==> src/ilist_pkg.sv <==
// ----------------------------------------------------------------------------
// Indexed ordered list package
// Sizes, command and status codes, and the struct types shared by the list.
// ----------------------------------------------------------------------------
`default_nettype none

package ilist_pkg;

	localparam int CAPACITY = 64;
	localparam int IDX_W    = $clog2(CAPACITY);
	localparam int LEN_W    = 7;
	localparam int DATA_W   = 32;

	localparam logic [2:0] CMD_INSERT = 3'd0;
	localparam logic [2:0] CMD_DELETE = 3'd1;
	localparam logic [2:0] CMD_GET    = 3'd2;
	localparam logic [2:0] CMD_LOCATE = 3'd3;
	localparam logic [2:0] CMD_CLEAR  = 3'd4;

	localparam logic [1:0] ST_OK       = 2'd0;
	localparam logic [1:0] ST_FULL     = 2'd1;
	localparam logic [1:0] ST_BADPOS   = 2'd2;
	localparam logic [1:0] ST_NOTFOUND = 2'd3;

	typedef struct packed {
		logic [2:0]               command;
		logic [LEN_W-1:0]         position;
		logic signed [DATA_W-1:0] value;
	} item_t;

	typedef struct packed {
		logic [1:0]               status;
		logic signed [DATA_W-1:0] read_value;
		logic [LEN_W-1:0]         found_position;
		logic [LEN_W-1:0]         list_length;
		logic                     is_empty;
	} result_t;

	// Broadcast from the controller to every cell of the chain
	typedef struct packed {
		logic              insert;
		logic              delete;
		logic              clear;
		logic [LEN_W-1:0]  pos_m1;
		logic [LEN_W-1:0]  count;
		logic [DATA_W-1:0] value;
	} ctrl_t;

endpackage

`default_nettype wire

==> src/ilist_cell.sv <==
// ----------------------------------------------------------------------------
// List cell
// Holds one element, shifts with its neighbors on insert and delete, and
// reports its match and read contributions.
// ----------------------------------------------------------------------------
`default_nettype none

module ilist_cell (
	input  wire                           clk,
	input  wire                           arst_n,
	input  wire  [ilist_pkg::IDX_W-1:0]  idx,
	input  ilist_pkg::ctrl_t              ctrl,
	input  wire  [ilist_pkg::DATA_W-1:0] lower,
	input  wire  [ilist_pkg::DATA_W-1:0] upper,
	output logic [ilist_pkg::DATA_W-1:0] data,
	output logic                          match,
	output logic [ilist_pkg::DATA_W-1:0] rd_part
);
	import ilist_pkg::*;

	logic [DATA_W-1:0] data_q;
	logic [DATA_W-1:0] data_d;
	logic [LEN_W-1:0]  idx_ext;

	assign idx_ext = {{(LEN_W-IDX_W){1'b0}}, idx};
	assign data    = data_q;
	assign match   = (idx_ext < ctrl.count) && (data_q == ctrl.value);
	assign rd_part = (idx_ext == ctrl.pos_m1) ? data_q : '0;

	always_comb begin
		data_d = data_q;
		priority if (ctrl.clear) begin
			data_d = '0;
		end else if (ctrl.insert) begin
			if (idx_ext == ctrl.pos_m1) begin
				data_d = ctrl.value;
			end else if (idx_ext > ctrl.pos_m1) begin
				data_d = lower;
			end
		end else if (ctrl.delete) begin
			// take the upper neighbor; the top slot pulls in zero
			if (idx_ext >= ctrl.pos_m1) begin
				data_d = upper;
			end
		end else begin
			// hold
			data_d = data_q;
		end
	end

	always_ff @(posedge clk or negedge arst_n) begin
		if (!arst_n) begin
			data_q <= '0;
		end else begin
			data_q <= data_d;
		end
	end

endmodule

`default_nettype wire
==> config.mk <==
export PLATFORM = sky130hd
export DESIGN_NAME = ilist_cell
export DESIGN_NICKNAME = d
export VERILOG_FILES = /design/src/ilist_pkg.sv /design/src/ilist_cell.sv
export SDC_FILE = /design/constraint.sdc
export NUM_CORES = 1
export LEC_CHECK = 0
export CAP_MARGIN = 10
export CELL_PAD_IN_SITES_DETAIL_PLACEMENT = 0
export CELL_PAD_IN_SITES_GLOBAL_PLACEMENT = 1
export CORE_UTILIZATION = 47
export DETAILED_ROUTE_END_ITERATION = 7
export DONT_BUFFER_PORTS = 1
export PLACE_DENSITY_LB_ADDON = 0.1
export REMOVE_ABC_BUFFERS = 1
export SLEW_MARGIN = 15
export SYNTH_ARGS = -nofsm -noshare
export SYNTH_HDL_FRONTEND = slang
export SYNTH_SLANG_ARGS = --single-unit
export TNS_END_PERCENT = 5
==> constraint.sdc <==
create_clock -name clk -period 4.43 [get_ports clk]
set_input_delay 0.886 -clock clk [delete_from_list [all_inputs] [get_ports clk]]
set_output_delay 0.886 -clock clk [all_outputs]
set_load 0.05 [all_outputs]
# Word level (Yosys, flattened, before mapping)
# Cells that the tools add are included.
# W data, S select, Z words.
[totals]
register_bits = 32
input_bits = 121
out_inout_bits = 65
wordCells = 18
[classes]
n_lt_le_gt_ge = 3
n_eq_ne = 3
muxes = 7
reduce_logical = 4
[ops]
columns = ["op", "n"]
rows = [
  ["$mux W32", 7],
  ["$eq A32 B32 Y1", 1],
  ["$eq A6 B7 Y1", 1],
  ["$ge A6 B7 Y1", 1],
  ["$gt A6 B7 Y1", 1],
  ["$lt A6 B7 Y1", 1],
  ["$reduce_bool A3 Y1", 2],
  ["$ne A4 B2 Y1 const B", 1],
  ["$reduce_and A3 Y1", 1],
  ["$logic_and A1 B1 Y1", 1],
]

# Depth between registers and ports, before layout
# Gate-level depths: netlist of run 1.
[depth]
word_depth = 5
mapped_depth = 9

# Worst setup path after synthesis of run 1
# No wires, ideal clock.
[synth_path]
path_kind = "in2out"
start = "input port ctrl[36] in the netlist's numbering"
end = "output port match"
t_arrival_ns = 2.592
required_ns = 3.544
slack_ns = 0.952
path_stages = 6
path_buffers = 0
path_cell_list = "inv_1 > ha_1 > a21o_1 > a21oi_1 > o22ai_1 > nor3_1"
[synth_via]
elab_chain_cells = 2
[synth_rtl]
columns = ["element", "line_no", "source"]
rows = [
  ["start: declaration", "ilist_cell.sv:12", "input ilist_pkg::ctrl_t ctrl,"],
  ["$lt A6 B7 Y1", "ilist_cell.sv:27", "assign match = (idx_ext < ctrl.count) && (data_q == ctrl.value);"],
  ["$logic_and A1 B1 Y1", "ilist_cell.sv:27", ""],
  ["end: declaration", "ilist_cell.sv:16", "output logic match,"],
]
# No other way between the ends.

# Worst setup path after layout of run 1
[layout_path]
start = "input port ctrl[44] in the netlist's numbering"
end = "output port rd_part[28] in the netlist's numbering"
[layout_via]
elab_chain_cells = 2
[layout_rtl]
columns = ["element", "line_no", "source"]
rows = [
  ["$eq A6 B7 Y1", "ilist_cell.sv:28", "assign rd_part = (idx_ext == ctrl.pos_m1) ? data_q : '0;"],
  ["$mux W32", "ilist_cell.sv:28", ""],
  ["end: declaration", "ilist_cell.sv:17", "output logic [ilist_pkg::DATA_W-1:0] rd_part"],
]
# No other way between the ends.

==> results.md, run 1 <==
- Largest net degree at the start of global routing: 66
- ANT nets after route: 0
- IO Port Bufs: 0
- Worst-Skew Late Latency: between 200 and 300 ps
- IO Pins: 186
- H-tree levels: 2
- Status: finished, final reports clean
- CTS tree: yes
- First-pass GRT wire length: between 10,000 and 15,000 um
- Synth cell types: 28
- RSZ-0062 raised after global routing: false
- Final Hold Vio Count: 0
- NumNets Final: 450
- Predominant post-synthesis flop cell: dfrtp_1
- Number of flops mapped to enable cells by yosys: 0
- Setup TNS: 0 ps
- Worst rel slew slack: between 40 and 50%
- Cts bufs inserted: 5
- Register area share after synthesis: between 20 and 30%
- CP peak stage delay: roughly 540 ps
- Power density over the cells: roughly 310 nW/um2
- Post-CTS Resized: 0
- CORE AREA: ~5600 um2
- Cell chain of the critical path: inv_1, ha_1, and4b_1, and4_2, buf_12, and2_1
- Layout Cells excl Fill: between 300 and 400
- CP Max Fanout: roughly 40
- Cell Area, Synth: approximately 2800 um2
- Min cycle time layout: between 3000 and 4000 ps
- Max reg flops: 32
- Vias in the first global route: roughly 2,300
- Yosys reg bits: 32
- MaxCap Viol Count: 0
- Placed Area: ~2800 um2
- Final WS setup: approximately 810 ps
- Area grow syn2layout: 2.43%
- Final instance area: between 2000 and 3000 um2
- Setup Skew: 0 ps
- Die ar.: between 6000 and 7000 um2
- Worst hold-check path type: in -> async
- Die W: between 70 and 80 um
- Critical Path AT: ~2700 ps
- DRC: 0
- Crit path capture type: output port
- DRT Wirelength: between 7000 and 8000 um
- Slowest cell on crit path: and4_2
- FMAX: 277 MHz
- Hold_buf cts: 0
- Drt first pass iters: 4
- Crit path kind: in -> out
- Synthesized area per cell: approximately 8.4 um2
- Synthesized instance count: 332
- Crit start category: input port
- Ant diodes: 0
- Worst vdd ir: just over 200 uV
- # setup viols final: 0
- Setup WS pre-CTS: 831 ps
- Clk sinks: 32
- Dominant delay contributor by cell family on the critical path: simple AND/OR/NAND/NOR gates
- Period utilization: 81.6%
- Initial antenna violation count: 0
- Drt wl/cell: 18.9 um
- Req. time, crit path: between 3000 and 4000 ps
- Via count: between 2,000 and 2,500
- CTS max path bufs: 2
- YS warnings: 0
- Starting DRC count in detailed routing: just over 100
- FFs w/ async S/R, synth: between 90% and 100%
- GRT Resource Usage Total: around a quarter
- Remaining Overflow, GRT: 0
- Root buffer cell: clkbuf_8
- Row Count: 27
- Routed vias/inst: ~6
- Hold_ws: roughly 300 ps
- Clock-pin slew on the worst setup and hold paths: 60 ps
- Tot Pwr: around 0.9 mW
- Final Core Density: about half
- Transition time of the tightest slew-check pin: 843 ps
- Slew Limit Fails: 0
- Layout cells sized above 1: between 10% and 20%
- CP bufs+invs: 2
- Post-CTS Setup Bufs: 0
- Chip height: around 79 um
- LEAKAGE: ~1.3 nW
- Routability cong.: between 0.7 and 0.8
- DP Cell Count: approximately 380
- Detailed placement HPWL: about 5200 um
- Initial core utilization: between 40% and 50%
-- report_power, final --
group	switching, mW	leakage, nW	internal (mW)
Sequential	0.205	0.408	0.331
Combinational	0.0727	0.858	0.0915
Clock	0.0949	0.0359	0.101
-- synthesized netlist by cell type, types with 2 or more instances --
cell type	number	area share, %
xor2_1	32	10
mux2_1	5	2.0
a21oi_1	4	0.72
nand4_1	3	0.67
clkbuf_1	16	2.2
a311oi_1	32	10
buf_2	3	0.54
buf_6	4	1.6
a21o_1	2	0.54
nor2_1	32	4.3
mux2_2	27	11
nand2b_1	2	0.45
nand2_1	65	8.8
dfrtp_1	32	29
and2_1	32	7.2
ha_1	11	4.9
nor4_1	8	1.8
inv_1	12	1.6
-- layout make-up --
| class | instances | area (um2) |
|---|---|---|
| fill | 549 | 2760 |
| multi-input combinational | 264 | 1810 |
| sequential | 32 | 801 |
| tap | 72 | 90.1 |
| clock buffer | 5 | 68.8 |
| inverter | 12 | 45.0 |
| timing repair buffer | 3 | 35.0 |
-- metal layers --
layer / vias to the layer above / track usage (%) / share of wire, % / wire length, um
met1: 1083 / 27.3 / 41 / 2970
met3: 5 / 7.01 / 8.5 / 624
met4: 0 / 5.27 / 0.52 / 38
li1: 1118 / - / - / -
met2: 113 / 42.8 / 50 / 3700
met5: - / 0 / 0 / 0
-- worst paths after layout --
check,from,to,slack [ps],cells after the start
worst min register to register,data[13],data[13],910,1
worst min-delay path,arst_n,data[13],300,0
worst max-delay path,ctrl[44],rd_part[28],810,6
max in group asynchronous,arst_n,data[31],4050,0
worst max register to register,data[15],data[15],3350,1
min in group clk,data[13],data[13],910,1
-- cells by family (layout without fill, tap and decap cells) --
family                   after synthesis  after routing  share of synthesized area, %
AND/OR/NAND/NOR                      146            146                          24.4
AO/OA/AOI/OAI                         43             43                          12.7
buffers and inverters                 36             20                          6.20
XOR/XNOR                              32             32                          10.1
multiplexers                          32             32                          12.9
flip-flops                            32             32                          28.8
adder cells (fa/ha/maj)               11             11                          4.95
-- placed cells by master (no fill, tap or decap), types with 2 or more instances in the layout --
master / n
dfrtp_1: 32
nand2b_1: 2
a311oi_1: 32
nand2_1: 65
inv_1: 12
mux2_1: 5
mux2_2: 27
nor2_1: 32
a21oi_1: 4
buf_4: 2
ha_1: 11
a21o_1: 2
clkbuf_8: 5
nor4_1: 8
and2_1: 32
nand4_1: 3
xor2_1: 32
(Power assumes the default switching activity.)
==> inputs of run 2 (changes only) <==
Settings changed: ABC_AREA set to 1, CORE_UTILIZATION 47 to 37.
Clock period 4.43 ns to 2.9 ns, I/O delays scaled along.
==> run 2 against run 1 <==
Final area rose by 31%; synthesized area rose by 18%; routed wire length rose by 43%; register-to-register slack got worse by 1400 ps; cell count rose by 90%; via count rose by 55%; sequential share of layout area fell by 6.7 points; die area rose by 49%; combinational power rose to 2.7 times the previous value; sequential power rose by 30%; highest routed layer unchanged.
==> results.md, run 2 <==
- Status: finished, final reports clean
- Row Count: 34
- CORE AREA: approximately 8700 um2
- First-pass GRT wire length: 15,600 um
- # setup viols final: 0
- Die ar.: between 9000 and 10,000 um2
- Detailed placement HPWL: 7310 um
- ANT nets after route: 0
- Ant diodes: 0
- CTS max path bufs: 2
- Worst hold-check path type: in -> async
- Chip height: slightly below 100 um
- IO Port Bufs: 0
- Yosys reg bits: 32
- Synth area leaders: nand2_1 (26%), dfrtp_1 (24%), inv_1 (13%), nand3_1 (10%), nor2_1 (6.5%)
- DRT Wirelength: approximately 10,000 um
- Crit path capture type: output port
- Crit start category: input port
- Remaining Overflow, GRT: 0
- Transition time of the tightest slew-check pin: roughly 690 ps
- Synth top area share: roughly 26%
- Die W: between 90 and 100 um
- Final Hold Vio Count: 0
- Starting DRC count in detailed routing: 110
- Synthesized instance count: roughly 600
- Period utilization: 90.2%
- Setup Skew: 0 ps
- H-tree levels: 2
- Most frequent cells in the layout: nand2_1 (225), inv_1 (115), nand3_1 (68), nor2_1 (57), buf_4 (46)
- Worst-Skew Late Latency: 280 ps
- LEAKAGE: 2.18 nW
- Layout cells sized above 1: under 10%
- Worst vdd ir: 186 uV
- Setup WS pre-CTS: around 270 ps
- Predominant post-synthesis flop cell: dfrtp_1
- Drt wl/cell: between 10 and 15 um
- YS warnings: 0
- Max reg flops: 32
- Req. time, crit path: around 2300 ps
- Final Core Density: 43.1%
- Via count: 3,592
- Setup TNS: 0 ps
- Vias in the first global route: about 3,300
- Routability cong.: a little over 0.8
- Synth area leader: nand2_1
- Hold_ws: ~120 ps
- Commonest cells post-synth: nand2_1 (225), inv_1 (115), nand3_1 (68), nor2_1 (57), dfrtp_1 (32)
- RSZ-0062 raised after global routing: false
- Clock-pin slew on the worst setup and hold paths: about 80 ps
- DRC: 0
- Number of flops mapped to enable cells by yosys: 0
- Routed vias/inst: about 5
- CTS tree: yes
- Final WS setup: ~280 ps
- Drt first pass iters: 4
- Synth cell types: 21
- FMAX: roughly 380 MHz
- Min cycle time layout: roughly 2600 ps
- IO Pins: about 190
- Cts bufs inserted: 5
- Worst rel slew slack: approximately 54%
- Slew Limit Fails: 0
- Register area share after synthesis: between 20 and 25%
- CP Max Fanout: 64
- Tot Pwr: 1.51 mW
- FFs w/ async S/R, synth: 100%
- Most common cell after layout, fill and taps aside: nand2_1
- MaxCap Viol Count: 0
- Power density over the cells: between 400 and 500 nW/um2
- NumNets Final: about 760
- Clk sinks: 32
- Root buffer cell: clkbuf_8
- Largest net degree at the start of global routing: 65
- Initial core utilization: 37.9%
- Cell Area, Synth: approximately 3300 um2
- Area grow syn2layout: 13.7%
- GRT Resource Usage Total: between 20 and 25%
- Synthesized area per cell: about 5.5 um2
- Initial antenna violation count: 0
- Critical Path AT: a little over 2000 ps
- Count leader, synth: nand2_1
- Crit path kind: in -> out
-- run 2: changes by cell type in the layout (fill, tap and decap cells not counted), moves of 30 or more --
cell,before,now
a311oi_1,32,0
and2_1,32,0
buf_4,2,46
inv_1,12,115
nand2_1,65,225
nand3_1,0,68
xor2_1,32,2
-- run 2: layout make-up --
type	instances	area (um2)
fill	988	4940
multi-input combinational	428	1910
inverter	115	432
clock buffer	7	86.3
timing repair buffer	47	365
clock inverter	1	7.51
sequential	32	801
tap	108	135
-- run 2: cell families (layout without fill, tap and decap cells) --
group / after synthesis / after routing / synth area share (%)
buf+inv: 143 / 170 / 17.5
compound gates: 49 / 49 / 7.53
flops: 32 / 32 / 24.4
xor+xnor: 2 / 2 / 0.533
simple gates: 366 / 366 / 45.9
fa+ha+maj: 11 / 11 / 4.19
-- run 2: path summary, 6_finish.rpt --
check | start | end | slack, ps | cells after the start
worst max-delay path | ctrl[41] | rd_part[7] | 280 | 7
worst min-delay path | arst_n | data[21] | 120 | 1
worst max register to register | data[3] | data[3] | 1920 | 2
worst min register to register | data[11] | data[11] | 500 | 2
max in group asynchronous | arst_n | data[30] | 2590 | 1
min in group clk | data[11] | data[11] | 500 | 2
-- run 2: report_power, final --
| group | switching (mW) | internal (mW) | leakage [nW] |
|---|---|---|---|
| sequential | 0.199 | 0.494 | 0.420 |
| clock | 0.179 | 0.193 | 0.0445 |
| combinational | 0.299 | 0.144 | 1.72 |
| total | 0.677 | 0.831 | 2.18 |
-- run 2: metal layers --
metal  up-vias  part of all wire [%]  global-route usage [%]
met5         -                     0                       0
met4         0                  0.72                    4.85
met3         6                   8.3                    5.06
met2       134                    46                    37.4
met1      1582                    45                    28.6
li1       1870                     -                       -
-- run 2: critical path: stages --
cell and delay (ps):
inv_1 20, ha_1 300, nand2_1 100, nor2_4 150, nand2_4 380, nor2_1 250, buf_4 230
-- run 2: what timing repair did --
action | CTS | global route
endpoints found under the hold margin | 32 | 0
resized for setup | 0 | 0
buffers inserted | 0 | 0
hold buffers | 1 | 0
-- run 2: metrics by stage --
step / cell area, um2 / instances
floorplan: 3150 / 575
global placement: 3630 / 729
detailed placement: 3630 / 729
CTS: 3740 / 738
global route: 3740 / 738
finish: 3740 / 738
==> inputs of run 3 (changes only) <==
Settings changed: CORE_ASPECT_RATIO set to 1.5, CORE_MARGIN set to 2.
==> run 3 against run 2 <==
Die area rose by 4.4%; non-clock buffer count rose by 4; sequential power fell by 1%; critical endpoint is now match.
==> results.md, run 3 (synthesis gave the netlist of run 2 again) <==
- Status: finished, final reports clean
- Post-CTS Setup Bufs: 0
- Initial antenna violation count: 0
- Most frequent cells in the layout: nand2_1 (225), inv_1 (115), nand3_1 (68), nor2_1 (57), buf_4 (47)
- Area grow syn2layout: 17.5%
- FMAX: around 380 MHz
- Max reg flops: 32
- DRT Wirelength: 10,900 um
- Drt first pass iters: 4
- Layout cells sized above 1: 9.94%
- H-tree levels: 2
- Routability cong.: 0.844
- # setup viols final: 0
- Chip height: 119 um
- Crit start category: register
- Worst hold-check path type: in -> async
- Crit path kind: reg -> out
- Power density over the cells: ~440 nW/um2
- Crit path capture type: output port
- MaxCap Viol Count: 0
- Worst-Skew Late Latency: roughly 280 ps
- Worst vdd ir: between 200 and 250 uV
- Layout Cells excl Fill: about 740
- IO Port Bufs: 0
- ANT nets after route: 0
- Setup TNS: 0 ps
- Req. time, crit path: ~2300 ps
- CORE AREA: roughly 8700 um2
- Initial core utilization: a little under two fifths
- Cts bufs inserted: 5
- DRC: 0
- CTS max path bufs: 2
- RSZ-0062 raised after global routing: false
- Vias in the first global route: between 3,000 and 4,000
- Setup Skew: 0 ps
- Largest net degree at the start of global routing: 65
- Via count: approximately 3,700
- CP Max Fanout: 4
- Worst rel slew slack: a little under 60%
- Period utilization: between 80% and 90%
- Most common cell after layout, fill and taps aside: nand2_1
- CTS tree: yes
- Setup WS pre-CTS: between 400 and 500 ps
- Starting DRC count in detailed routing: 170
- DP Cell Count: approximately 740
- Ant diodes: 0
- Routed vias/inst: between 4 and 5
- Die W: 81.0 um
- Drt wl/cell: approximately 15 um
- First-pass GRT wire length: around 17,000 um
- Die ar.: roughly 9700 um2
- Slew Limit Fails: 0
- Fill cells: ~1,000
- Transition time of the tightest slew-check pin: between 600 and 700 ps
- GRT Resource Usage Total: between 20% and 30%
- Root buffer cell: clkbuf_16
- LEAKAGE: 2.25 nW
- Critical Path AT: around 2000 ps
- Clock-pin slew on the worst setup and hold paths: 60 ps
- Remaining Overflow, GRT: 0
- IO Pins: 186
- Final WS setup: approximately 300 ps
- Placed Area: ~3700 um2
- Row Count: 42
- Clk sinks: 32
- Final instance area: between 3000 and 4000 um2
- Min cycle time layout: ~2600 ps
- Detailed placement HPWL: 7970 um
- NumNets Final: roughly 770
- Final Hold Vio Count: 0
## run 3: cell types whose count changed in the layout (fill, tap and decap cells not counted)
cell	previous run	this run
buf_12	1	4
buf_4	46	47
clkbuf_1	1	0
clkbuf_16	0	5
clkbuf_8	6	1
clkinv_2	0	2
clkinvlp_4	1	0
## run 3: timing repair
item / CTS / global route
hold buffers: 1 / 0
endpoints found under the hold margin: 32 / 0
resized for setup: 0 / 0
## run 3: worst paths after layout
check	startpoint	end	slack, ps	cells after the start
setup / recovery	data[27]	match	300	9
hold / removal	arst_n	data[15]	110	1
setup reg to reg	data[27]	data[27]	1940	2
hold reg to reg	data[11]	data[11]	540	2
max in group asynchronous	arst_n	data[8]	2580	1
min in group clk	upper[26]	data[26]	510	4
## run 3: power breakdown
| group | internal (mW) | switching [mW] | leakage (nW) |
|---|---|---|---|
| clock network | 0.338 | 0.200 | 0.0766 |
| registers | 0.496 | 0.191 | 0.420 |
| logic | 0.152 | 0.310 | 1.75 |
## run 3: area by class of cell
class,count,area (um2),area share [%]
well taps,110,138,3.56
clock buffers,6,139,3.59
multi-input cells,428,1910,49.5
flip-flops and latches,32,801,20.7
inverters,115,432,11.2
repair buffers,51,433,11.2
clock inverters,2,10.0,0.259
## run 3: layer usage
metal	wire length, um	vias up	global-route usage [%]
met1	4310	1653	26.0
met2	5520	138	40.8
li1	-	1878	-
met5	0	-	0
met4	257	0	7.84
met3	839	16	5.53
## run 3: critical path, stage by stage, from the launching register on
cell and delay [ps]:
dfrtp_1 680, inv_1 120, nand2_1 80, o21ai_0 80, nor2_1 190, nand2_1 70
nor2_1 110, nand3_1 90, nor2_1 90, buf_4 200
## run 3: through the flow
| stage | hold slack (ps) | util, % | total power, mW |
|---|---|---|---|
| finish | 115 | 44.3 | 1.69 |
| global route | 124 | 44.3 | 1.80 |
| CTS | 128 | 44.3 | 1.71 |
| detailed placement | 285 | 42.4 | 1.15 |
| global placement | 285 | 42.4 | 1.14 |
| floorplan | 284 | - | 1.01 |
